[src/design/stt_pkg.sv]
package stt_pkg;

   localparam int POS_BITS = 16;
   localparam int KW_BUF_LEN = 6;
   localparam int KW_IDX_BITS = $clog2(KW_BUF_LEN);
   localparam int KW_COUNT = 7;
   localparam int QDEPTH = 4;
   localparam int QPTR_BITS = $clog2(QDEPTH);

   localparam logic [3:0] KIND_KEYWORD = 4'd0;
   localparam logic [3:0] KIND_IDENT = 4'd1;
   localparam logic [3:0] KIND_NUMBER = 4'd2;
   localparam logic [3:0] KIND_DOT = 4'd3;
   localparam logic [3:0] KIND_DDOT = 4'd4;
   localparam logic [3:0] KIND_COLON = 4'd5;
   localparam logic [3:0] KIND_DCOLON = 4'd6;
   localparam logic [3:0] KIND_COMMA = 4'd7;
   localparam logic [3:0] KIND_SYMBOL = 4'd8;
   localparam logic [3:0] KIND_DSYMBOL = 4'd9;
   localparam logic [3:0] KIND_SEMI = 4'd10;
   localparam logic [3:0] KIND_END = 4'd11;
   localparam logic [3:0] KIND_ERROR = 4'd12;

   localparam logic [2:0] KW_NONE = 3'd7;

   // Keyword text, first character in the lowest byte.
   localparam logic [47:0] KW_TEXT [KW_COUNT] = '{
      48'h0000_636e_7566,
      48'h6c74_6e69_7270,
      48'h0000_7465_7265,
      48'h0000_0074_6572,
      48'h0000_0074_6e69,
      48'h0000_0072_7473,
      48'h0000_7261_6863
   };
   localparam logic [2:0] KW_LEN [KW_COUNT] = '{3'd4, 3'd6, 3'd4, 3'd3, 3'd3, 3'd3, 3'd4};

   typedef enum logic [2:0] {
      MODE_IDLE,
      MODE_WORD,
      MODE_NUMBER,
      MODE_DOT,
      MODE_COLON,
      MODE_SYMBOL
   } mode_type;

   typedef struct packed {
      logic [3:0] kind;
      logic [2:0] kw;
      logic [15:0] start;
      logic [7:0] len;
      logic [7:0] b0;
      logic [7:0] b1;
   } token_type;

   typedef struct packed {
      token_type t0;
      token_type t1;
      logic two;
   } record_type;

   function automatic logic is_space(logic [7:0] c);
      return c inside {8'h20, 8'h0a, 8'h09, 8'h0d};
   endfunction

   function automatic logic is_alpha(logic [7:0] c);
      return c inside {[8'h61:8'h7a], [8'h41:8'h5a]};
   endfunction

   function automatic logic is_digit(logic [7:0] c);
      return c inside {[8'h30:8'h39]};
   endfunction

   function automatic logic is_word_char(logic [7:0] c);
      return is_alpha(c) || is_digit(c) || c == 8'h5f;
   endfunction

   function automatic logic is_pair_second(logic [7:0] c);
      return c inside {8'h26, 8'h2a, 8'h2b, 8'h2f, 8'h2d, 8'h3f, 8'h7c, 8'h25, 8'h3d,
                       8'h5e, 8'h21};
   endfunction

   function automatic logic is_symbol(logic [7:0] c);
      return is_pair_second(c) || (c inside {8'h28, 8'h29, 8'h7b, 8'h7d, 8'h5b, 8'h5d});
   endfunction

   function automatic token_type make_token(logic [3:0] kind, logic [2:0] kw,
                                            logic [15:0] start, logic [7:0] len,
                                            logic [7:0] b0, logic [7:0] b1);
      token_type t;
      t.kind = kind;
      t.kw = kw;
      t.start = start;
      t.len = len;
      t.b0 = b0;
      t.b1 = b1;
      return t;
   endfunction

   // Seven parallel comparators; a word longer than the buffer never matches.
   function automatic logic [2:0] keyword_lookup(logic [8*KW_BUF_LEN-1:0] wbuf,
                                                 logic [7:0] count, logic too_long);
      logic [2:0] r;
      logic hit;
      r = KW_NONE;
      for (int k = KW_COUNT - 1; k >= 0; k--) begin
         hit = !too_long && (count == {5'd0, KW_LEN[k]});
         for (int j = 0; j < KW_BUF_LEN; j++) begin
            if ((3'(j) < KW_LEN[k]) && (wbuf[8*j +: 8] != KW_TEXT[k][8*j +: 8])) begin
               hit = 1'b0;
            end
         end
         if (hit) begin
            r = 3'(k);
         end
      end
      return r;
   endfunction

endpackage

[src/design/source_text_tokenizer_unit.sv]
// Source text tokenizer.
// The req_ channel carries one byte of text per transfer in req_tdata; a transfer
// with req_tuser high is the end marker, whose data byte is ignored.
// The rsp_ channel delivers one token per transfer, and rsp_tlast marks the last
// token caused by one input transfer.
// An input transfer is taken every cycle while the token queue has room.
// A byte yields zero, one or two tokens, and the end marker one or two.
// A token reaches rsp_ through the queue and the output register. The output
// channel gives one token per cycle while tokens wait and rsp_tready is high.
// The scanner holds one pending token as lookahead, so most tokens leave only
// when the byte after them arrives.
// When the receiver stalls, tokens wait in a four-entry queue, and req_tready
// drops only when that queue is full.
// An unknown byte yields an error token, after which input is taken and ignored.
// Reset is needed to leave that state.
// Reset clears the scanner, the queue and the output stage; no pass is needed.
module source_text_tokenizer_unit
   import stt_pkg::*;
(
   input  logic clock,
   input  logic reset,
   input  logic req_tvalid,
   output logic req_tready,
   input  logic [7:0] req_tdata,   // char_code
   input  logic req_tuser,         // end_marker
   output logic rsp_tvalid,
   input  logic rsp_tready,
   output logic [47:0] rsp_tdata,  // keyword_index, start_position, token_length,
                                   // first_byte, second_byte, then zero padding
   output logic [3:0] rsp_tuser,   // token_kind
   output logic rsp_tlast          // last_of_run
);

   logic q_full;
   logic q_push;
   record_type q_rec;
   logic q_pop;
   logic q_valid;
   record_type q_head;
   token_type tok;

   stt_front u_front (
      .clock(clock),
      .reset(reset),
      .in_valid(req_tvalid),
      .in_ready(req_tready),
      .in_char(req_tdata),
      .in_end(req_tuser),
      .q_full(q_full),
      .q_push(q_push),
      .q_rec(q_rec)
   );

   stt_queue u_queue (
      .clock(clock),
      .reset(reset),
      .push(q_push),
      .push_rec(q_rec),
      .full(q_full),
      .pop(q_pop),
      .head_valid(q_valid),
      .head_rec(q_head)
   );

   stt_back u_back (
      .clock(clock),
      .reset(reset),
      .head_valid(q_valid),
      .head_rec(q_head),
      .pop(q_pop),
      .out_valid(rsp_tvalid),
      .out_ready(rsp_tready),
      .out_tok(tok),
      .out_last(rsp_tlast)
   );

   assign rsp_tuser = tok.kind;
   assign rsp_tdata = {5'd0, tok.b1, tok.b0, tok.len, tok.start, tok.kw};

endmodule

[src/design/stt_front.sv]
module stt_front
   import stt_pkg::*;
(
   input  logic clock,
   input  logic reset,
   input  logic in_valid,
   output logic in_ready,
   input  logic [7:0] in_char,
   input  logic in_end,
   input  logic q_full,
   output logic q_push,
   output record_type q_rec
);

   mode_type mode_ff, mode_in;
   logic [POS_BITS-1:0] start_ff, start_in;
   logic [POS_BITS-1:0] pos_ff, pos_in;
   logic [7:0] count_ff, count_in;
   logic long_ff, long_in;
   logic [7:0] pend_ff, pend_in;
   logic halted_ff, halted_in;
   logic [7:0] wbuf_ff [KW_BUF_LEN];

   logic wb_we;
   logic [KW_IDX_BITS-1:0] wb_idx;
   logic [7:0] wb_data;
   logic [8*KW_BUF_LEN-1:0] wbuf_flat;
   logic take;
   logic a_v, b_v;
   logic consumed;
   token_type tok_a, tok_b, flush_tok;
   logic flush_v;
   logic [2:0] kw;
   logic [7:0] second;

   assign in_ready = !q_full;
   assign take = in_valid && in_ready;

   always_comb begin
      for (int i = 0; i < KW_BUF_LEN; i++) begin
         wbuf_flat[8*i +: 8] = wbuf_ff[i];
      end
   end

   always_comb begin
      kw = keyword_lookup(wbuf_flat, count_ff, long_ff);
      second = (count_ff >= 8'd2) ? wbuf_ff[1] : 8'd0;
      flush_v = (mode_ff != MODE_IDLE);
      case (mode_ff)
         MODE_WORD: begin
            flush_tok = make_token((kw == KW_NONE) ? KIND_IDENT : KIND_KEYWORD, kw,
                                   start_ff[15:0], count_ff, wbuf_ff[0], second);
         end
         MODE_NUMBER: begin
            flush_tok = make_token(KIND_NUMBER, KW_NONE, start_ff[15:0], count_ff,
                                   wbuf_ff[0], second);
         end
         MODE_DOT: begin
            flush_tok = make_token(KIND_DOT, KW_NONE, start_ff[15:0], 8'd1, 8'h2e, 8'd0);
         end
         MODE_COLON: begin
            flush_tok = make_token(KIND_COLON, KW_NONE, start_ff[15:0], 8'd1, 8'h3a, 8'd0);
         end
         MODE_SYMBOL: begin
            flush_tok = make_token(KIND_SYMBOL, KW_NONE, start_ff[15:0], 8'd1, pend_ff, 8'd0);
         end
         default: begin
            flush_tok = make_token(KIND_END, KW_NONE, start_ff[15:0], 8'd0, 8'd0, 8'd0);
         end
      endcase
   end

   always_comb begin
      mode_in = mode_ff;
      start_in = start_ff;
      pos_in = pos_ff;
      count_in = count_ff;
      long_in = long_ff;
      pend_in = pend_ff;
      halted_in = halted_ff;
      wb_we = 1'b0;
      wb_idx = count_ff[KW_IDX_BITS-1:0];
      wb_data = in_char;
      a_v = 1'b0;
      b_v = 1'b0;
      consumed = 1'b0;
      tok_a = flush_tok;
      tok_b = flush_tok;
      if (take && !halted_ff) begin
         if (in_end) begin
            a_v = flush_v;
            b_v = 1'b1;
            tok_b = make_token(KIND_END, KW_NONE, pos_ff[15:0], 8'd0, 8'd0, 8'd0);
            mode_in = MODE_IDLE;
         end else begin
            case (mode_ff)
               MODE_WORD: consumed = is_word_char(in_char);
               MODE_NUMBER: consumed = is_digit(in_char) || in_char == 8'h2e;
               MODE_DOT: begin
                  if (in_char == 8'h2e) begin
                     consumed = 1'b1;
                     a_v = 1'b1;
                     tok_a = make_token(KIND_DDOT, KW_NONE, start_ff[15:0], 8'd2,
                                        8'h2e, 8'h2e);
                     mode_in = MODE_IDLE;
                  end
               end
               MODE_COLON: begin
                  if (in_char == 8'h3a) begin
                     consumed = 1'b1;
                     a_v = 1'b1;
                     tok_a = make_token(KIND_DCOLON, KW_NONE, start_ff[15:0], 8'd2,
                                        8'h3a, 8'h3a);
                     mode_in = MODE_IDLE;
                  end
               end
               MODE_SYMBOL: begin
                  if (is_pair_second(in_char)) begin
                     consumed = 1'b1;
                     a_v = 1'b1;
                     tok_a = make_token(KIND_DSYMBOL, KW_NONE, start_ff[15:0], 8'd2,
                                        pend_ff, in_char);
                     mode_in = MODE_IDLE;
                  end
               end
               default: consumed = 1'b0;
            endcase

            if (consumed && (mode_ff == MODE_WORD || mode_ff == MODE_NUMBER)) begin
               if (count_ff < 8'(KW_BUF_LEN)) begin
                  wb_we = 1'b1;
               end else begin
                  long_in = 1'b1;
               end
               if (count_ff != 8'hff) begin
                  count_in = count_ff + 8'd1;
               end
            end

            if (!consumed) begin
               a_v = flush_v;
               mode_in = MODE_IDLE;
               if (is_space(in_char)) begin
                  mode_in = MODE_IDLE;
               end else if (is_alpha(in_char) || in_char == 8'h5f || is_digit(in_char)) begin
                  mode_in = is_digit(in_char) ? MODE_NUMBER : MODE_WORD;
                  start_in = pos_ff;
                  count_in = 8'd1;
                  long_in = 1'b0;
                  wb_we = 1'b1;
                  wb_idx = '0;
               end else if (in_char == 8'h2e) begin
                  mode_in = MODE_DOT;
                  start_in = pos_ff;
               end else if (in_char == 8'h3a) begin
                  mode_in = MODE_COLON;
                  start_in = pos_ff;
               end else if (in_char == 8'h2c) begin
                  b_v = 1'b1;
                  tok_b = make_token(KIND_COMMA, KW_NONE, pos_ff[15:0], 8'd1, in_char, 8'd0);
               end else if (is_symbol(in_char)) begin
                  mode_in = MODE_SYMBOL;
                  start_in = pos_ff;
                  pend_in = in_char;
               end else if (in_char == 8'h3b) begin
                  b_v = 1'b1;
                  tok_b = make_token(KIND_SEMI, KW_NONE, pos_ff[15:0], 8'd1, in_char, 8'd0);
               end else begin
                  b_v = 1'b1;
                  tok_b = make_token(KIND_ERROR, KW_NONE, pos_ff[15:0], 8'd1, in_char, 8'd0);
                  halted_in = 1'b1;
               end
            end
            pos_in = pos_ff + POS_BITS'(1);
         end
      end
   end

   always_comb begin
      q_push = a_v || b_v;
      q_rec.two = a_v && b_v;
      q_rec.t0 = a_v ? tok_a : tok_b;
      q_rec.t1 = tok_b;
   end

   always_ff @(posedge clock) begin
      if (reset) begin
         mode_ff <= MODE_IDLE;
         start_ff <= '0;
         pos_ff <= '0;
         count_ff <= '0;
         long_ff <= 1'b0;
         pend_ff <= '0;
         halted_ff <= 1'b0;
      end else begin
         mode_ff <= mode_in;
         start_ff <= start_in;
         pos_ff <= pos_in;
         count_ff <= count_in;
         long_ff <= long_in;
         pend_ff <= pend_in;
         halted_ff <= halted_in;
      end
   end

   always_ff @(posedge clock) begin
      if (wb_we) begin
         wbuf_ff[wb_idx] <= wb_data;
      end
   end

endmodule

[src/design/stt_queue.sv]
module stt_queue
   import stt_pkg::*;
(
   input  logic clock,
   input  logic reset,
   input  logic push,
   input  record_type push_rec,
   output logic full,
   input  logic pop,
   output logic head_valid,
   output record_type head_rec
);

   record_type store_ff [QDEPTH];
   logic [QPTR_BITS-1:0] wptr_ff, wptr_in;
   logic [QPTR_BITS-1:0] rptr_ff, rptr_in;
   logic [QPTR_BITS:0] cnt_ff, cnt_in;
   logic do_push, do_pop;

   assign full = (cnt_ff == (QPTR_BITS+1)'(QDEPTH));
   assign head_valid = (cnt_ff != '0);
   assign head_rec = store_ff[rptr_ff];
   assign do_push = push && !full;
   assign do_pop = pop && head_valid;

   always_comb begin
      wptr_in = do_push ? wptr_ff + QPTR_BITS'(1) : wptr_ff;
      rptr_in = do_pop ? rptr_ff + QPTR_BITS'(1) : rptr_ff;
      cnt_in = cnt_ff;
      if (do_push && !do_pop) begin
         cnt_in = cnt_ff + (QPTR_BITS+1)'(1);
      end else if (do_pop && !do_push) begin
         cnt_in = cnt_ff - (QPTR_BITS+1)'(1);
      end
   end

   always_ff @(posedge clock) begin
      if (reset) begin
         wptr_ff <= '0;
         rptr_ff <= '0;
         cnt_ff <= '0;
      end else begin
         wptr_ff <= wptr_in;
         rptr_ff <= rptr_in;
         cnt_ff <= cnt_in;
      end
   end

   always_ff @(posedge clock) begin
      if (do_push) begin
         store_ff[wptr_ff] <= push_rec;
      end
   end

endmodule

[src/design/stt_back.sv]
module stt_back
   import stt_pkg::*;
(
   input  logic clock,
   input  logic reset,
   input  logic head_valid,
   input  record_type head_rec,
   output logic pop,
   output logic out_valid,
   input  logic out_ready,
   output token_type out_tok,
   output logic out_last
);

   record_type cur_ff, cur_in;
   logic busy_ff, busy_in;
   logic phase_ff, phase_in;
   logic done;

   assign out_valid = busy_ff;
   assign out_tok = phase_ff ? cur_ff.t1 : cur_ff.t0;
   assign out_last = phase_ff || !cur_ff.two;
   assign done = busy_ff && out_ready && out_last;
   assign pop = head_valid && (!busy_ff || done);

   always_comb begin
      cur_in = cur_ff;
      busy_in = busy_ff;
      phase_in = phase_ff;
      if (pop) begin
         cur_in = head_rec;
         busy_in = 1'b1;
         phase_in = 1'b0;
      end else if (busy_ff && out_ready) begin
         if (out_last) begin
            busy_in = 1'b0;
         end else begin
            phase_in = 1'b1;
         end
      end
   end

   always_ff @(posedge clock) begin
      if (reset) begin
         busy_ff <= 1'b0;
         phase_ff <= 1'b0;
      end else begin
         busy_ff <= busy_in;
         phase_ff <= phase_in;
      end
   end

   always_ff @(posedge clock) begin
      cur_ff <= cur_in;
   end

endmodule
[config.mk]
export PLATFORM = sky130hd
export DESIGN_NAME = source_text_tokenizer_unit
export DESIGN_NICKNAME = d
export VERILOG_FILES = /design/src/design/stt_pkg.sv /design/src/design/source_text_tokenizer_unit.sv /design/src/design/stt_front.sv /design/src/design/stt_queue.sv /design/src/design/stt_back.sv
export SDC_FILE = /design/constraint.sdc
export NUM_CORES = 1
export LEC_CHECK = 0
export BUFFER_PORTS_ARGS = -buffer_cell sky130_fd_sc_hd__buf_2
export CAP_MARGIN = 5
export CORE_ASPECT_RATIO = 0.75
export CORE_MARGIN = 8
export CORE_UTILIZATION = 55
export DETAILED_ROUTE_END_ITERATION = 7
export PLACE_DENSITY = 0.72
export SLEW_MARGIN = 15
export SYNTH_ARGS = -nofsm -noshare
export SYNTH_HDL_FRONTEND = slang
export SYNTH_SLANG_ARGS = --single-unit
[constraint.sdc]
create_clock -name clock -period 10.3 [get_ports clock]
set_clock_uncertainty 0.2 [all_clocks]
set_input_delay 2.575 -clock clock [delete_from_list [all_inputs] [get_ports clock]]
set_output_delay 2.575 -clock clock [all_outputs]
set_load 0.005 [all_outputs]
==> results.py <==
metrics = {
    "global_route": {
        "track_usage_pct": 22.1,
        "grt_max_degree": 58,
        "grt_pass1_wl_um": 85800,
        "gr-total-overflow": 0,
        "antenna_found_initial": 4,
        "grt_pass1_vias": 13500,
    },
    "floorplanning": {
        "dieArea_mm2": 0.0516,
        "die_w_um": 260,
        "core_mm2": 0.0443,
        "fp.dieH_um": 199,
        "io_pins": 68,
        "fp-row-count": 67,
        "start_util_pct": 55.2,
    },
    "place": {
        "io_buffers": 62,
        "dp.cells": 2092,
        "gp_congestion": 0.956,
        "dp_slack_ps": 3260,
        "post-dp-hpwl_um": 36900,
    },
    "yosys": {
        "yosysTopAreaCellShare_pct": 64.1,
        "synth_cell_types": 87,
        "synth_warnings": 0,
        "synth_area_per_cell_um2": 16.4,
        "synth_ff_type": "edfxtp_1",
        "synthCells": 1494,
        "synth_area_leader_cell": "edfxtp_1",
        "synth_area_mm2": 0.0245,
        "synth_seq_cells": 585,
        "synth_area_leaders": "edfxtp_1 64%, mux4_2 8.7%, dfxtp_1 5.1%",
        "synthArstFlopShare_pct": 0,
        "synth_edf_count": 523,
        "ys_seq_area_share_pct": 69.2,
    },
    "pwr": {
        "switching_power_mw": 1.60,
        "p_per_area_mw_per_mm2": 227,
        "switching_share_pct": 25.9,
        "intPower_mw": 4.57,
        "leakagePower_nw": 8.87,
        "vdd_drop_max_mv": 0.167,
        "combPwrFrac_pct": 17.8,
        "pwr-share-seq_pct": 51.5,
        "clockPowerShare_pct": 30.7,
    },
    "worst_hold_path": {
        "hold_path.startpoint": "u_front.start_ff[13]",
        "hold_class": "reg -> reg",
    },
    "route": {
        "drcViolationCount": 0,
        "wl_um": 56800,
        "ant_nets": 0,
        "via_count": 13800,
        "dr.pass1.iters": 5,
        "routed_via_density": 6.31,
        "dr.first_iter.drc_count": 1564,
        "wire_per_inst_um": 25.9,
    },
    "sta": {
        "layout_setup_ws_ps": 3850,
        "fin_crit_sh_pct": 62.6,
        "slew-limit-headroom_pct": 16.8,
        "setup_viol": 0,
        "period_needed_ps": 6450,
        "worstMarginPinSlew_ps": 1250,
        "finalHoldViolCount": 0,
        "rsz0062_at_grt": "no",
        "fin_tns_setup_ps": 0,
        "slew_viol_final": 0,
        "max_freq_ghz": 0.155,
    },
    "finish": {
        "area_growth_pct": 10.8,
        "nets": 1586,
        "final-seq-area_mm2": 0.0170,
        "final_cell_count_no_fill": 2192,
        "drive_gt1_share_pct": 23.5,
        "multi_input_area_mm2": 0.00713,
        "fillers": 3184,
    },
    "setup_path": {
        "worstSetupEndpointType": "flip-flop",
        "reg2reg_from": "u_front.mode_ff[1]",
        "startpoint": "req_tdata[1]",
        "critPathMaxFanout": 39,
        "path_class": "in -> reg",
        "required_ps": 10330,
        "critPathLaunchType": "input port",
        "arrival_ps": 6480,
    },
    "run": {
        "maxCapViolations": 0,
    },
    "clocking": {
        "cts.reportedPaths.clkPinSlew_ps": 60,
        "postCtsSetupRepairBufs": 0,
        "cts_buffer_depth": 3,
        "cts.sinks": 585,
        "cts_tree": "done",
        "cts_hold_buf": 0,
        "cts_resized": 0,
        "cts-root-buf": "clkbuf_16",
        "ctsHtreeMaxLevel": 2,
        "insertion_delay_ps": 620,
        "cts-buffers-inserted": 53,
    },
    "status": {
        "outcome": "complete, no violations",
    },
}
state kept, by name (all words and copies together) (netlist names):
signal             flops
u_front.pos_ff        16
u_front.wbuf_ff       48
u_queue.store_ff     380
u_queue.rptr_ff        2
u_front.halted_ff      1
u_front.long_ff        1
u_back.phase_ff        1
u_queue.cnt_ff         3
u_queue.wptr_ff        2
u_front.count_ff       8
u_back.out_valid       1
u_front.pend_ff        8
u_back.cur_ff         95
u_front.start_ff      16
u_front.mode_ff        3
kinds of logic (layout without fill, tap and decap cells):
family	after synthesis	after routing	synth area share, %
compound gates	179	179	5.25
xor+xnor	27	27	0.965
fa+ha+maj	12	12	0.644
buf+inv	107	214	1.92
flops	585	585	69.2
mux	198	198	13.5
other cells	1	6	0.0153
simple gates	385	385	8.53
power by group through the flow:
stage / clock network [mW] / logic, mW / registers, mW
6_report: 1.89 / 1.10 / 3.18
5_1_grt: 2.02 / 1.19 / 3.21
4_1_cts: 1.93 / 1.13 / 3.18
3_5_place_dp: 0 / 1.12 / 3.23
3_3_place_gp: 0 / 1.11 / 3.21
2_1_floorplan: 0 / 0.769 / 3.18
area by class of cell:
cell class	count	share of cell area, %
antenna	1	0.00922
clock buffer	72	5.22
clock inverter	27	0.968
inverter	16	0.221
multi-input combinational	806	26.3
sequential	585	62.5
tap	586	2.70
timing repair buffer	99	2.17
cell usage in the layout (no fill, tap or decap), types with 8 or more instances in the layout:
cell,count
edfxtp_1,523
nand2_1,106
mux4_2,95
mux2_2,68
nor2_1,67
buf_2,62
dfxtp_1,59
clkbuf_16,53
buf_4,37
a21oi_1,35
o21ai_0,28
and3_1,27
mux2i_1,25
nand3_1,23
nor3_1,20
xor2_1,17
clkbuf_1,17
nor2b_1,16
nor4_1,15
inv_1,14
or4_1,12
nand4_1,12
and2_1,11
clkinv_1,11
ha_1,11
nand2b_1,10
xnor2_1,10
o211ai_1,10
mux2_4,10
a31oi_1,9
o22ai_1,8
o2bb2ai_1,8
Yosys cell counts (14+ instances only):
master    number
nor4_1        15
inv_1         14
nor3_1        22
and3_1        27
dfxtp_1       62
nand2_1      106
and2_1        15
mux4_2        95
nor2b_1       16
mux2_2        68
edfxtp_1     523
nand3_1       23
a21oi_1       36
clkbuf_1      59
buf_1         16
xor2_1        17
o21ai_0       28
nor2_1        67
mux2i_1       25
final timing paths:
kind / endpoint / slack (ps) / depth (start not counted)
max reg2reg: u_queue.store_ff[0][74] / 5490 / 12
min reg2reg: u_front.start_ff[13] / 270 / 2
min: u_front.start_ff[13] / 270 / 2
max: u_queue.store_ff[0][74] / 3850 / 10
through the flow:
stage	area (um2)	utilization [%]	total power, mW	hold WS, ps
3_5_place_dp	25500	57.4	4.35	258
6_report	27100	61.2	6.17	271
5_1_grt	27100	61.2	6.42	281
4_1_cts	27100	61.2	6.24	269
3_3_place_gp	25500	57.4	4.32	253
2_1_floorplan	24500	-	3.95	238
critical path, cell delays in order:
cell	delay (ps)
buf_2	250
or4_1	550
o21ai_1	230
o211ai_1	190
a211oi_2	530
and4_1	360
buf_4	260
o31a_1	340
and2_4	520
buf_4	590
per-layer routing:
metal | vias up | global-route usage, % | routed length [um]
li1 | 6065 | - | -
met1 | 7053 | 34.5 | 26200
met2 | 643 | 31.7 | 24700
met3 | 77 | 5.10 | 5050
met4 | 0 | 4.45 | 966
met5 | - | 0 | 0
Power figures use the tool's default switching activity.
